$ cat src/rtl/mouse_motion_smoother_defines.svh
// Assertion macros for the mouse motion smoother.
`ifndef MOUSE_MOTION_SMOOTHER_DEFINES_SVH
`define MOUSE_MOTION_SMOOTHER_DEFINES_SVH

// Same-cycle implication.
`define MMS_ASSERT_SAME(label, clk, rst, ante, cons) \
   label: assert property (@(posedge clk) disable iff (rst) (ante) |-> (cons)) \
      else $error("mouse_motion_smoother: same-cycle check failed");

// Next-cycle implication.
`define MMS_ASSERT_NEXT(label, clk, rst, ante, cons) \
   label: assert property (@(posedge clk) disable iff (rst) (ante) |=> (cons)) \
      else $error("mouse_motion_smoother: next-cycle check failed");

`endif

$ cat src/rtl/mms_pkg.sv
`timescale 1ns / 1ps
package mms_pkg;

   // Field widths
   localparam int ACC_W   = 24;
   localparam int TOT_W   = 32;
   localparam int ZT_W    = 24;
   localparam int DT_W    = 20;
   localparam int GAIN_W  = 16;
   localparam int MOVE_W  = 16;
   localparam int VAL_W   = 32;
   localparam int V_W     = 40;   // accumulator magnitude in Q24.16
   localparam int MAG_W   = 41;   // magnitude after rescale
   localparam int SPS_W   = 48;   // microseconds per sample, Q16
   localparam int REQ_TDATA_W = 72;

   // Shared unit sizes
   localparam int ALU_NW = 76;    // dividend / product width
   localparam int ALU_DW = 49;    // divisor width
   localparam int ALU_MW = 20;    // multiplier bits
   localparam int ALU_CW = 7;     // step counter

   localparam logic [TOT_W-1:0] TT_RESET = 32'd8000;
   localparam logic [DT_W-1:0]  MAXFT_RESET = 20'd250000;
   localparam logic [GAIN_W-1:0] GAIN_RESET = 16'd6554;

   // Request kinds
   localparam logic [1:0] REQ_FRAME_START = 2'd0;
   localparam logic [1:0] REQ_MOTION      = 2'd1;
   localparam logic [1:0] REQ_FRAME_END   = 2'd2;

   // Axis codes
   localparam logic [1:0] AXIS_X     = 2'd0;
   localparam logic [1:0] AXIS_Y     = 2'd1;
   localparam logic [1:0] AXIS_WHEEL = 2'd2;

   // Register indexes
   localparam logic [1:0] CSR_SMOOTH_EN = 2'd0;
   localparam logic [1:0] CSR_MAX_FT    = 2'd1;
   localparam logic [1:0] CSR_GAIN      = 2'd2;

   typedef enum logic {ALU_MUL, ALU_DIV} alu_op_type;

   typedef struct packed {
      logic       start;
      alu_op_type op;
   } alu_cmd_type;

   typedef struct packed {
      logic busy;
      logic done;
   } alu_stat_type;

   typedef enum logic [3:0] {
      ST_IDLE, ST_AXIS, ST_SPS, ST_BRANCH, ST_MUL_SM, ST_DIV_SM,
      ST_MUL_V, ST_DIV_V, ST_DIV_CNT, ST_DIV_Q, ST_GAIN, ST_EMIT
   } seq_state_type;

   // Signed 32-bit saturation of a sign and magnitude
   function automatic logic [VAL_W-1:0] sat_q32(input logic neg,
                                                 input logic [MAG_W-1:0] mag);
      logic [VAL_W-1:0] r;
      if (!neg)
         r = (mag > MAG_W'(32'h7FFF_FFFF)) ? 32'h7FFF_FFFF : mag[VAL_W-1:0];
      else
         r = (mag > MAG_W'(33'h1_0000_0000 >> 1)) ? 32'h8000_0000
                                                 : (32'd0 - mag[VAL_W-1:0]);
      return r;
   endfunction

endpackage

$ cat src/rtl/mms_alu.sv
`timescale 1ns / 1ps
// Shared iterative unit: shift-add multiply, restoring divide, one bit a cycle.
module mms_alu (
   input  logic                       clock,
   input  logic                       reset,
   input  mms_pkg::alu_cmd_type       cmd,
   input  logic [mms_pkg::ALU_NW-1:0] opa,
   input  logic [mms_pkg::ALU_DW-1:0] opb,
   output mms_pkg::alu_stat_type      stat,
   output logic [mms_pkg::ALU_NW-1:0] result
);
   import mms_pkg::*;

   logic              busy_ff, busy_in;
   logic              done_ff, done_in;
   alu_op_type        op_ff, op_in;
   logic [ALU_CW-1:0] cnt_ff, cnt_in;
   logic [ALU_NW-1:0] acc_ff, acc_in;
   logic [ALU_DW-1:0] rem_ff, rem_in;
   logic [ALU_NW-1:0] opnd_ff, opnd_in;
   logic [ALU_MW-1:0] mlt_ff, mlt_in;

   logic [ALU_DW:0]   rem_sh;
   logic [ALU_DW+1:0] diff;
   logic              ge;

   // One step of the selected operation
   always_comb begin
      rem_sh  = {rem_ff, acc_ff[ALU_NW-1]};
      diff    = {1'b0, rem_sh} - {2'b00, opnd_ff[ALU_DW-1:0]};
      ge      = ~diff[ALU_DW+1];
      busy_in = busy_ff;
      done_in = 1'b0;
      op_in   = op_ff;
      cnt_in  = cnt_ff;
      acc_in  = acc_ff;
      rem_in  = rem_ff;
      opnd_in = opnd_ff;
      mlt_in  = mlt_ff;
      if (cmd.start) begin
         busy_in = 1'b1;
         op_in   = cmd.op;
         rem_in  = '0;
         mlt_in  = opb[ALU_MW-1:0];
         if (cmd.op == ALU_DIV) begin
            acc_in  = opa;
            opnd_in = ALU_NW'(opb);
            cnt_in  = ALU_CW'(ALU_NW - 1);
         end else begin
            acc_in  = '0;
            opnd_in = opa;
            cnt_in  = ALU_CW'(ALU_MW - 1);
         end
      end else if (busy_ff) begin
         case (op_ff)
            ALU_DIV: begin
               acc_in = {acc_ff[ALU_NW-2:0], ge};
               rem_in = ge ? diff[ALU_DW-1:0] : rem_sh[ALU_DW-1:0];
            end
            default: begin
               acc_in = {acc_ff[ALU_NW-2:0], 1'b0} + (mlt_ff[ALU_MW-1] ? opnd_ff : '0);
               mlt_in = {mlt_ff[ALU_MW-2:0], 1'b0};
            end
         endcase
         cnt_in = cnt_ff - 1'b1;
         if (cnt_ff == '0) begin
            busy_in = 1'b0;
            done_in = 1'b1;
         end
      end
   end

   always_ff @(posedge clock) begin
      if (reset) begin
         busy_ff <= 1'b0;
         done_ff <= 1'b0;
      end else begin
         busy_ff <= busy_in;
         done_ff <= done_in;
      end
      op_ff   <= op_in;
      cnt_ff  <= cnt_in;
      acc_ff  <= acc_in;
      rem_ff  <= rem_in;
      opnd_ff <= opnd_in;
      mlt_ff  <= mlt_in;
   end

   assign stat.busy = busy_ff;
   assign stat.done = done_ff;
   assign result    = acc_ff;

endmodule

$ cat src/rtl/mouse_motion_smoother.sv
`timescale 1ns / 1ps
// Channel   Dir  Ports                  Contents
// req       in   req_tvalid/tready      tdata: move_x, move_y, move_wheel, frame_time_us
//                                       tuser: req_type
// rsp       out  rsp_tvalid/tready      tdata: rel_value; tuser: axis_id; tlast: last
// csr       in   csr_we/addr/wdata      smoothing_enable, max_frame_time_us, output_gain_q16
//
// Frame start and motion items are handled on accept; every request needs the
// output register free. A frame end, once accepted, runs two axes through one
// shared multiply/divide unit: an unsmoothed axis needs only the gain multiply,
// a smoothed one up to the rate, count and quotient divides plus the gain
// multiply.
// Reset is synchronous; the input is not ready until a frame end is finished,
// and a stalled output holds the sequencer in its emit step.
`include "mouse_motion_smoother_defines.svh"
module mouse_motion_smoother (
   input  logic                            clock,
   input  logic                            reset,
   input  logic                            req_tvalid,
   output logic                            req_tready,
   // [15:0] move_x, [31:16] move_y, [47:32] move_wheel, [67:48] frame_time_us
   input  logic [mms_pkg::REQ_TDATA_W-1:0] req_tdata,
   // [1:0] req_type
   input  logic [1:0]                      req_tuser,
   output logic                            rsp_tvalid,
   input  logic                            rsp_tready,
   // [31:0] rel_value
   output logic [mms_pkg::VAL_W-1:0]       rsp_tdata,
   // [1:0] axis_id
   output logic [1:0]                      rsp_tuser,
   output logic                            rsp_tlast,
   input  logic                            csr_we,
   input  logic [1:0]                      csr_addr,
   input  logic [mms_pkg::DT_W-1:0]        csr_wdata
);
   import mms_pkg::*;

   // Sequencer and configuration
   seq_state_type state_ff, state_in;
   logic ax_ff, ax_in;
   logic go_ff, go_in;
   logic en_ff, en_in;
   logic [DT_W-1:0] maxft_ff, maxft_in;
   logic [GAIN_W-1:0] gain_ff, gain_in;

   // Axis state
   logic signed [ACC_W-1:0] accum_ff [2];
   logic signed [ACC_W-1:0] accum_in [2];
   logic [TOT_W-1:0] stot_ff [2];
   logic [TOT_W-1:0] stot_in [2];
   logic [TOT_W-1:0] tt_ff [2];
   logic [TOT_W-1:0] tt_in [2];
   logic signed [VAL_W-1:0] sm_ff [2];
   logic signed [VAL_W-1:0] sm_in [2];
   logic [ZT_W-1:0] zt_ff [2];
   logic [ZT_W-1:0] zt_in [2];
   logic [DT_W-1:0] cft_ff, cft_in;
   logic sampled_ff, sampled_in;

   // Work registers
   logic [SPS_W-1:0] sps_ff, sps_in;
   logic [MAG_W-1:0] mag_ff, mag_in;
   logic neg_ff, neg_in;

   // Output register
   logic rsp_valid_ff, rsp_valid_in;
   logic [VAL_W-1:0] rsp_data_ff, rsp_data_in;
   logic [1:0] rsp_axis_ff, rsp_axis_in;
   logic rsp_last_ff, rsp_last_in;

   // Shared unit
   alu_cmd_type alu_cmd;
   alu_stat_type alu_stat;
   logic [ALU_NW-1:0] alu_opa, alu_res;
   logic [ALU_DW-1:0] alu_opb;

   // Decoded input and current axis values
   logic [1:0] req_kind;
   logic signed [MOVE_W-1:0] mv [2];
   logic signed [MOVE_W-1:0] mv_wheel;
   logic [DT_W-1:0] req_ft;
   logic req_acc, out_free, op_state;
   logic signed [ACC_W-1:0] acc_cur;
   logic [ACC_W-1:0] acc_abs;
   logic [V_W-1:0] vmag;
   logic v_neg, v_zero;
   logic signed [VAL_W-1:0] sm_cur;
   logic [VAL_W-1:0] sm_mag;
   logic [TOT_W-1:0] s_cur;
   logic [ZT_W:0] zt_sum;
   logic [ZT_W-1:0] zt_new;
   logic [SPS_W-1:0] sps_res;
   logic [ALU_DW-1:0] cnt_res;
   logic zt_cond, dt_cond;

   assign req_kind = req_tuser;
   assign mv[0]    = req_tdata[15:0];
   assign mv[1]    = req_tdata[31:16];
   assign mv_wheel = req_tdata[47:32];
   assign req_ft   = req_tdata[67:48];

   assign out_free   = !rsp_valid_ff || rsp_tready;
   assign req_tready = (state_ff == ST_IDLE) && out_free;
   assign req_acc    = req_tvalid && req_tready;

   // Current axis operands
   always_comb begin
      acc_cur = accum_ff[ax_ff];
      v_neg   = acc_cur[ACC_W-1];
      v_zero  = (acc_cur == '0);
      acc_abs = v_neg ? (ACC_W'(0) - acc_cur) : acc_cur;
      vmag    = {acc_abs, 16'd0};
      sm_cur  = sm_ff[ax_ff];
      sm_mag  = sm_cur[VAL_W-1] ? (VAL_W'(0) - sm_cur) : sm_cur;
      s_cur   = (stot_ff[ax_ff] == '0) ? TOT_W'(1) : stot_ff[ax_ff];
      zt_sum  = {1'b0, zt_ff[ax_ff]} + (ZT_W+1)'(cft_ff);
      zt_new  = zt_sum[ZT_W] ? '1 : zt_sum[ZT_W-1:0];
      sps_res = (alu_res[SPS_W-1:0] == '0) ? SPS_W'(1) : alu_res[SPS_W-1:0];
      cnt_res = (alu_res[ALU_DW-1:0] == '0) ? ALU_DW'(1) : alu_res[ALU_DW-1:0];
      zt_cond = (SPS_W'({zt_new, 16'd0}) < sps_ff);
      dt_cond = (ALU_DW'({cft_ff, 16'd0}) < {sps_ff, 1'b0});
   end

   assign op_state = (state_ff == ST_SPS) || (state_ff == ST_MUL_SM) ||
                     (state_ff == ST_DIV_SM) || (state_ff == ST_MUL_V) ||
                     (state_ff == ST_DIV_V) || (state_ff == ST_DIV_CNT) ||
                     (state_ff == ST_DIV_Q) || (state_ff == ST_GAIN);

   // Next state
   always_comb begin
      state_in = state_ff;
      case (state_ff)
         ST_IDLE:
            if (req_acc && req_kind == REQ_FRAME_END) state_in = ST_AXIS;
         ST_AXIS:
            if (!en_ff || cft_ff >= maxft_ff) state_in = ST_GAIN;
            else state_in = ST_SPS;
         ST_SPS:
            if (alu_stat.done) state_in = ST_BRANCH;
         ST_BRANCH:
            if (v_zero) state_in = zt_cond ? ST_MUL_SM : ST_GAIN;
            else if (sm_cur == '0) state_in = ST_GAIN;
            else state_in = dt_cond ? ST_MUL_V : ST_DIV_CNT;
         ST_MUL_SM:
            if (alu_stat.done) state_in = ST_DIV_SM;
         ST_DIV_SM:
            if (alu_stat.done) state_in = ST_GAIN;
         ST_MUL_V:
            if (alu_stat.done) state_in = ST_DIV_V;
         ST_DIV_V:
            if (alu_stat.done) state_in = ST_GAIN;
         ST_DIV_CNT:
            if (alu_stat.done) state_in = ST_DIV_Q;
         ST_DIV_Q:
            if (alu_stat.done) state_in = ST_GAIN;
         ST_GAIN:
            if (alu_stat.done) state_in = ST_EMIT;
         ST_EMIT:
            if (out_free) state_in = ax_ff ? ST_IDLE : ST_AXIS;
         default:
            state_in = ST_IDLE;
      endcase
   end

   // Shared unit command and operands
   always_comb begin
      alu_cmd.start = op_state && !go_ff;
      alu_cmd.op    = ALU_DIV;
      alu_opa       = '0;
      alu_opb       = '0;
      go_in         = op_state && !alu_stat.done;
      case (state_ff)
         ST_SPS: begin
            alu_opa = ALU_NW'({tt_ff[ax_ff], 16'd0});
            alu_opb = ALU_DW'(s_cur);
         end
         ST_MUL_SM: begin
            alu_cmd.op = ALU_MUL;
            alu_opa    = ALU_NW'(sm_mag);
            alu_opb    = ALU_DW'(cft_ff);
         end
         ST_DIV_SM, ST_DIV_V: begin
            alu_opa = {alu_res[ALU_NW-17:0], 16'd0};
            alu_opb = ALU_DW'(sps_ff);
         end
         ST_MUL_V: begin
            alu_cmd.op = ALU_MUL;
            alu_opa    = ALU_NW'(vmag);
            alu_opb    = ALU_DW'(cft_ff);
         end
         ST_DIV_CNT: begin
            alu_opa = ALU_NW'({cft_ff, 17'd0}) + ALU_NW'(sps_ff);
            alu_opb = {sps_ff, 1'b0};
         end
         ST_DIV_Q: begin
            alu_opa = ALU_NW'(vmag);
            alu_opb = cnt_res;
         end
         ST_GAIN: begin
            alu_cmd.op = ALU_MUL;
            alu_opa    = ALU_NW'(mag_ff);
            alu_opb    = ALU_DW'(gain_ff);
         end
         default: begin
            alu_cmd.op = ALU_DIV;
         end
      endcase
   end

   mms_alu u_alu (
      .clock  (clock),
      .reset  (reset),
      .cmd    (alu_cmd),
      .opa    (alu_opa),
      .opb    (alu_opb),
      .stat   (alu_stat),
      .result (alu_res)
   );

   // Datapath updates
   always_comb begin
      logic signed [ACC_W:0] acc_sum;
      logic [MOVE_W-1:0] mv_abs;
      logic [TOT_W:0] tot_sum;
      logic [TOT_W:0] tt_sum;

      acc_sum    = '0;
      mv_abs     = '0;
      tot_sum    = '0;
      tt_sum     = '0;
      en_in      = en_ff;
      maxft_in   = maxft_ff;
      gain_in    = gain_ff;
      ax_in      = ax_ff;
      cft_in     = cft_ff;
      sampled_in = sampled_ff;
      sps_in     = sps_ff;
      mag_in     = mag_ff;
      neg_in     = neg_ff;
      accum_in   = accum_ff;
      stot_in    = stot_ff;
      tt_in      = tt_ff;
      sm_in      = sm_ff;
      zt_in      = zt_ff;
      rsp_valid_in = rsp_valid_ff && !rsp_tready;
      rsp_data_in  = rsp_data_ff;
      rsp_axis_in  = rsp_axis_ff;
      rsp_last_in  = rsp_last_ff;

      // configuration writes
      if (csr_we) begin
         case (csr_addr)
            CSR_SMOOTH_EN: en_in    = csr_wdata[0];
            CSR_MAX_FT:    maxft_in = csr_wdata;
            CSR_GAIN:      gain_in  = csr_wdata[GAIN_W-1:0];
            default:       ;
         endcase
      end

      case (state_ff)
         ST_IDLE:
            if (req_acc) begin
               case (req_kind)
                  REQ_FRAME_START: begin
                     cft_in     = req_ft;
                     sampled_in = 1'b0;
                  end
                  REQ_MOTION: begin
                     for (int i = 0; i < 2; i++) begin
                        acc_sum = (ACC_W+1)'(accum_ff[i]) + (ACC_W+1)'(mv[i]);
                        if (acc_sum[ACC_W] != acc_sum[ACC_W-1])
                           accum_in[i] = acc_sum[ACC_W] ? {1'b1, {(ACC_W-1){1'b0}}}
                                                        : {1'b0, {(ACC_W-1){1'b1}}};
                        else
                           accum_in[i] = acc_sum[ACC_W-1:0];
                        mv_abs = mv[i][MOVE_W-1] ? (MOVE_W'(0) - mv[i]) : mv[i];
                        tot_sum = {1'b0, stot_ff[i]} + (TOT_W+1)'(mv_abs);
                        stot_in[i] = tot_sum[TOT_W] ? '1 : tot_sum[TOT_W-1:0];
                        tt_sum = {1'b0, tt_ff[i]} + (TOT_W+1)'(cft_ff);
                        if (!sampled_ff && mv[i] != '0 && sm_ff[i] != '0)
                           tt_in[i] = tt_sum[TOT_W] ? '1 : tt_sum[TOT_W-1:0];
                     end
                     sampled_in   = 1'b1;
                     rsp_valid_in = 1'b1;
                     rsp_data_in  = {mv_wheel, 16'd0};
                     rsp_axis_in  = AXIS_WHEEL;
                     rsp_last_in  = 1'b1;
                  end
                  REQ_FRAME_END:
                     ax_in = 1'b0;
                  default: ;
               endcase
            end
         ST_AXIS: begin
            mag_in = MAG_W'(vmag);
            neg_in = v_neg;
            if (en_ff && cft_ff >= maxft_ff) begin
               sm_in[ax_ff] = '0;
               zt_in[ax_ff] = '0;
            end
         end
         ST_SPS:
            if (alu_stat.done) sps_in = sps_res;
         ST_BRANCH:
            if (v_zero) begin
               zt_in[ax_ff] = zt_new;
               if (!zt_cond) begin
                  sm_in[ax_ff] = '0;
                  mag_in       = '0;
                  neg_in       = 1'b0;
               end
            end else begin
               zt_in[ax_ff] = '0;
               if (sm_cur == '0) sm_in[ax_ff] = sat_q32(v_neg, MAG_W'(vmag));
            end
         ST_DIV_SM:
            if (alu_stat.done) begin
               mag_in = alu_res[MAG_W-1:0];
               neg_in = sm_cur[VAL_W-1];
            end
         ST_DIV_V:
            if (alu_stat.done) begin
               mag_in       = alu_res[MAG_W-1:0];
               sm_in[ax_ff] = sat_q32(v_neg, alu_res[MAG_W-1:0]);
            end
         ST_DIV_Q:
            if (alu_stat.done) sm_in[ax_ff] = sat_q32(v_neg, alu_res[MAG_W-1:0]);
         ST_EMIT:
            if (out_free) begin
               rsp_valid_in    = 1'b1;
               rsp_data_in     = sat_q32(!neg_ff, alu_res[MAG_W+15:16]);
               rsp_axis_in     = ax_ff ? AXIS_Y : AXIS_X;
               rsp_last_in     = ax_ff;
               accum_in[ax_ff] = '0;
               ax_in           = !ax_ff;
            end
         default: ;
      endcase
   end

   always_ff @(posedge clock) begin
      if (reset) begin
         state_ff     <= ST_IDLE;
         ax_ff        <= 1'b0;
         go_ff        <= 1'b0;
         en_ff        <= 1'b0;
         maxft_ff     <= MAXFT_RESET;
         gain_ff      <= GAIN_RESET;
         cft_ff       <= '0;
         sampled_ff   <= 1'b0;
         rsp_valid_ff <= 1'b0;
         for (int i = 0; i < 2; i++) begin
            accum_ff[i] <= '0;
            stot_ff[i]  <= TOT_W'(1);
            tt_ff[i]    <= TT_RESET;
            sm_ff[i]    <= '0;
            zt_ff[i]    <= '0;
         end
      end else begin
         state_ff     <= state_in;
         ax_ff        <= ax_in;
         go_ff        <= go_in;
         en_ff        <= en_in;
         maxft_ff     <= maxft_in;
         gain_ff      <= gain_in;
         cft_ff       <= cft_in;
         sampled_ff   <= sampled_in;
         rsp_valid_ff <= rsp_valid_in;
         accum_ff     <= accum_in;
         stot_ff      <= stot_in;
         tt_ff        <= tt_in;
         sm_ff        <= sm_in;
         zt_ff        <= zt_in;
      end
      sps_ff      <= sps_in;
      mag_ff      <= mag_in;
      neg_ff      <= neg_in;
      rsp_data_ff <= rsp_data_in;
      rsp_axis_ff <= rsp_axis_in;
      rsp_last_ff <= rsp_last_in;
   end

   assign rsp_tvalid = rsp_valid_ff;
   assign rsp_tdata  = rsp_data_ff;
   assign rsp_tuser  = rsp_axis_ff;
   assign rsp_tlast  = rsp_last_ff;

   // Checks
   `MMS_ASSERT_SAME(a_x_not_last, clock, reset, rsp_tvalid && rsp_tuser == AXIS_X, !rsp_tlast)
   `MMS_ASSERT_SAME(a_alu_owned, clock, reset, alu_stat.busy || alu_stat.done, go_ff)
   `MMS_ASSERT_NEXT(a_end_starts, clock, reset, req_acc && req_kind == REQ_FRAME_END, state_ff == ST_AXIS)

endmodule
$ cat config.mk
export PLATFORM = sky130hd
export DESIGN_NAME = mouse_motion_smoother
export DESIGN_NICKNAME = d
export VERILOG_FILES = /design/src/rtl/mms_pkg.sv /design/src/rtl/mms_alu.sv /design/src/rtl/mouse_motion_smoother.sv
export VERILOG_INCLUDE_DIRS = /design/src /design/src/rtl
export SDC_FILE = /design/constraint.sdc
export NUM_CORES = 2
export LEC_CHECK = 0
export ABC_CLOCK_PERIOD_IN_PS = 12600
export BUFFER_PORTS_ARGS = -buffer_cell sky130_fd_sc_hd__buf_4
export CORE_MARGIN = 4
export CORE_UTILIZATION = 45
export CTS_CLUSTER_DIAMETER = 40
export DETAILED_ROUTE_END_ITERATION = 16
export HOLD_SLACK_MARGIN = 0.08
export PLACE_DENSITY_LB_ADDON = 0.08
export REMOVE_ABC_BUFFERS = 1
export SYNTH_ARGS = -nofsm -noshare
export SYNTH_HDL_FRONTEND = slang
export SYNTH_SLANG_ARGS = --single-unit
export TNS_END_PERCENT = 5
$ cat constraint.sdc
create_clock -name clock -period 12.6 [get_ports clock]
set_input_delay 1.26 -clock clock [delete_from_list [all_inputs] [get_ports clock]]
set_output_delay 1.26 -clock clock [all_outputs]
set_load 0.02 [all_outputs]
==> results.txt <==
- Via count of the first global-routing pass: 47,188
* Net count reported at finish: 6,983
* Leading cell types in the layout, fill and taps excluded: nand2_1, a21oi_1, o21ai_0, nor2_1, dfxtp_1
- Logic depth of the worst register-to-register path: 15
- Synthesized area divided by synthesized cell count: 8.203 um^2
- Leaving out fill and tap cells, the most frequent cell in the layout is nand2_1.
* Fin. max-slew vios: 0
- Worst rel slew slack: 8.536%
* Ys Warns: 0
- Height of the die: 351.5 um
- Clock tree from TritonCTS: yes
- For this run, design rule violations remaining after detail routing come to 0.
- Global-route wire length before repair: 307,700 um
* Via-per-instance ratio: 6.286
- The share of synthesized area in the top cell type comes to 17.25%.
- Number of detailed-route iterations in the first pass: 8
- Yosys mapped a number of flops with a built-in enable equal to 305.
- Worst hold path startpoint: zt_ff[41]
- Tracing the worst setup path back leads to its startpoint at ax_ff.
- Peak fanout along the critical path: 54
- Synthesis produced 6,473 cells.
- The area growth from synthesis to layout is 15.16%.
* Number of buffers created by CTS: 152
* FFs w/ async S/R, synth: 0%
- Setup bufs post-CTS: 0
* Clock input transition at the sequential cells of the worst setup and hold paths: 0.05 ns
- Once the floorplan was initialized, standard cells occupied 45.51% of the core.
* Half-perimeter wire length of the detailed placement result: 156,100 um
- Number of gates given a new drive strength after cts: 0
* Post-synthesis instance area: 0.05310 mm^2
- The worst register-to-register path begins at ax_ff.
- Synthesis instantiated 92 different standard cells from the library.
- Across every metal layer, demand over resource in global routing totals 33.00%.
- Number of buffers on the longest clock path: 3
- Number of hold-repair buffers added at the cts stage: 0
- Cell type with the largest total area after synthesis: edfxtp_1
- Setup Skew: 0.05369 ns
* Unrepaired setup endpoints after global routing: false
* Die outline area: 0.1236 mm^2
- Total of flip-flops plus latches after synthesis: 709
- The clock tree synthesis step divided the H-tree into 4 levels.
- Combinational fraction of design power: 43.9%
* Clock power share: 30.5%
- For this block, the initial DRC count from the detailed router was 5,805.
* P_leak: 24.31 nW
* Maximum operating frequency: 0.1366 GHz
- Once placement completed, the tool counted placed cells totaling 7,884.
- Remaining Overflow, GRT: 0
- Type of the worst setup path: flop to flop
- For this run, the leading register cell type out of synthesis is dfxtp_1.
* Sequential share of power: 25.6%
- The region available for standard cell placement spans 0.1167 mm^2.
- From left edge to right edge, the die measures 351.5 um.
- Setup violations remaining at the end of the flow were counted as 0.
- Input and output buffers added on the ports amount to 133.
- The floorplan has 125 rows.
- Fraction of the cycle the final worst path needs: 58.08%
* Slew at the pin closest to its max-slew limit: 1.358 ns
- Vias: 51,372
- The initial antenna violation count came to 9.
- The analysis attributes to net switching a power of 0.005871 W.
- Clock period minus worst slack: 7.318 ns
- The worst setup path is captured at a flop.
- The placed instances occupy a cell area of 0.05575 mm^2.
* Number of sinks on the clock net: 709
* Switching power share of the total: 42.69%
* Run status: finished clean
- Aggregate routed wire length: 210,500 um
* Arrival @ worst endpoint: 7.95 ns
* Average wire per cell in the routed design: 25.75 um
- Dominant cells by area after synthesis: edfxtp_1, dfxtp_1, ha_1
- Entering global routing, the biggest net connects 170 pins.
- Maximum capacitance violations: 0
* Required time reported for the critical path endpoint: 13.23 ns
- Leaving out filler cells and counting taps, the final layout contains 8,173.
- Cell-internal power: 0.007882 W
- The worst-case IR drop observed on VDD is 0.1514 mV.
- IO Count: 138
- Worst hold slack across all endpoints: 0.4502 ns
* Critical Path Start Type: flop
* Share of the yosys chip area belonging to registers: 32.48%
- Insertion delay to the later sink of the worst-skew pair: 0.79 ns
- Cells fill 52.41% of the core in the end.
- Finished Cell Area: 0.06115 mm^2
- Final weighted congestion in routability-driven placement: 1.000
- In the final layout, the share of cells above drive strength 1 is 10.37%.
- The detail route stage leaves a number of antenna-violating nets equal to 0.
- P per Cell Area: 224.9 mW/mm^2
- CTS Root Cell: clkbuf_16
- In this run the worst hold path is classified as flop to flop.
- The number of failing hold endpoints at the final stage came to 0.
- The worst hold path passes through 2 cells.
-- state kept, by name (all words and copies together), names as in the netlist, 32 cells and up --
register       count
u_alu.opnd_ff     76
u_alu.result      76
sm_ff             64
stot_ff           64
tt_ff             64
u_alu.rem_ff      49
accum_ff          48
sps_ff            48
zt_ff             48
mag_ff            41
rsp_tdata         32
-- final cells by class --
cell class | count | area [um^2]
inverter | 221 | 833.3
timing repair buffer | 274 | 2073
tap | 1524 | 1907
fill | 11108 | 55530
multi-input combinational | 5156 | 33690
antenna | 6 | 15.01
sequential | 709 | 17250
clock buffer | 188 | 4219
clock inverter | 95 | 1164
-- stage by stage --
step	worst slack, ns	power, W	setup TNS (ns)
global placement	5.528	0.009397	0
global route	4.887	0.01446	0
finish	5.282	0.01375	0
CTS	5.386	0.01365	0
floorplan	-0.1702	0.007332	-1.913
detailed placement	5.409	0.009408	0
-- Yosys cell counts (18+ instances only) --
cell,instances
mux2i_1,162
a31oi_1,93
ha_1,358
inv_1,220
xor2_1,115
nand3_1,117
nand2_1,679
buf_1,23
a21o_1,158
nor3_1,154
and4_1,19
and3_1,87
a211oi_1,80
a311oi_1,28
a2111oi_0,20
or3_1,39
nand4_1,62
or2_2,40
a22o_1,36
buf_2,18
nand2b_1,68
o22ai_1,48
xnor2_1,224
o21bai_1,52
o21ai_0,541
o21a_1,55
dfxtp_1,404
o211a_1,23
o31ai_1,42
nor2b_1,48
a21oi_1,632
nor4_1,55
and2_1,114
edfxtp_1,305
o211ai_1,55
mux2_2,40
a222oi_1,26
a221oi_1,36
nor2_1,443
a22oi_1,105
clkbuf_1,371
nor3b_1,22
-- power groups by stage --
stage	Sequential, W	Combinational [W]	Clock (W)
after CTS	0.00350	0.00591	0.00424
after global placement	0.00353	0.00586	0
after global routing	0.00356	0.00654	0.00436
after detailed placement	0.00354	0.00587	0
after floorplan	0.00349	0.00385	0
final	0.00352	0.00604	0.00420
-- layer usage --
metal	vias to the layer above	track usage [%]	wire [um]
met5	-	0	27
met4	4	18.84	13870
met3	503	7.184	19190
met2	2355	49.27	89510
met1	24376	44.11	87890
li1	24134	-	-
-- worst max-delay path, stage by stage (launching register included) --
cell and delay (ns):
dfxtp_4 0.68, buf_4 0.66, buf_4 0.74, buf_4 0.67, mux2i_1 0.50, ha_1 0.25
o21ai_0 0.22, nor4_1 0.76, nand4_1 0.25, nor3_1 0.34, a21oi_1 0.17, o21bai_1 0.33
a2111oi_4 0.41, buf_4 0.45, and2_1 0.51, a21oi_1 0.14
-- worst paths after layout --
check / end / slack, ns
setup / recovery: sm_ff[42] / 5.28
setup reg to reg: sm_ff[42] / 5.28
hold reg to reg: zt_ff[41] / 0.45
hold / removal: zt_ff[41] / 0.45
-- kinds of logic after synthesis --
kind of cell	after synthesis	synth area share, %
other	1	0.007062
muxes	202	3.902
adders and majority gates	368	8.813
and+or+nand+nor	2014	18.23
AOI/OAI and AO/OA	2206	26.43
DFF	709	32.48
buffers and inverters	634	4.538
xor gates and xnor gates	339	5.592
Note: power is estimated with default switching activity, not from simulation.
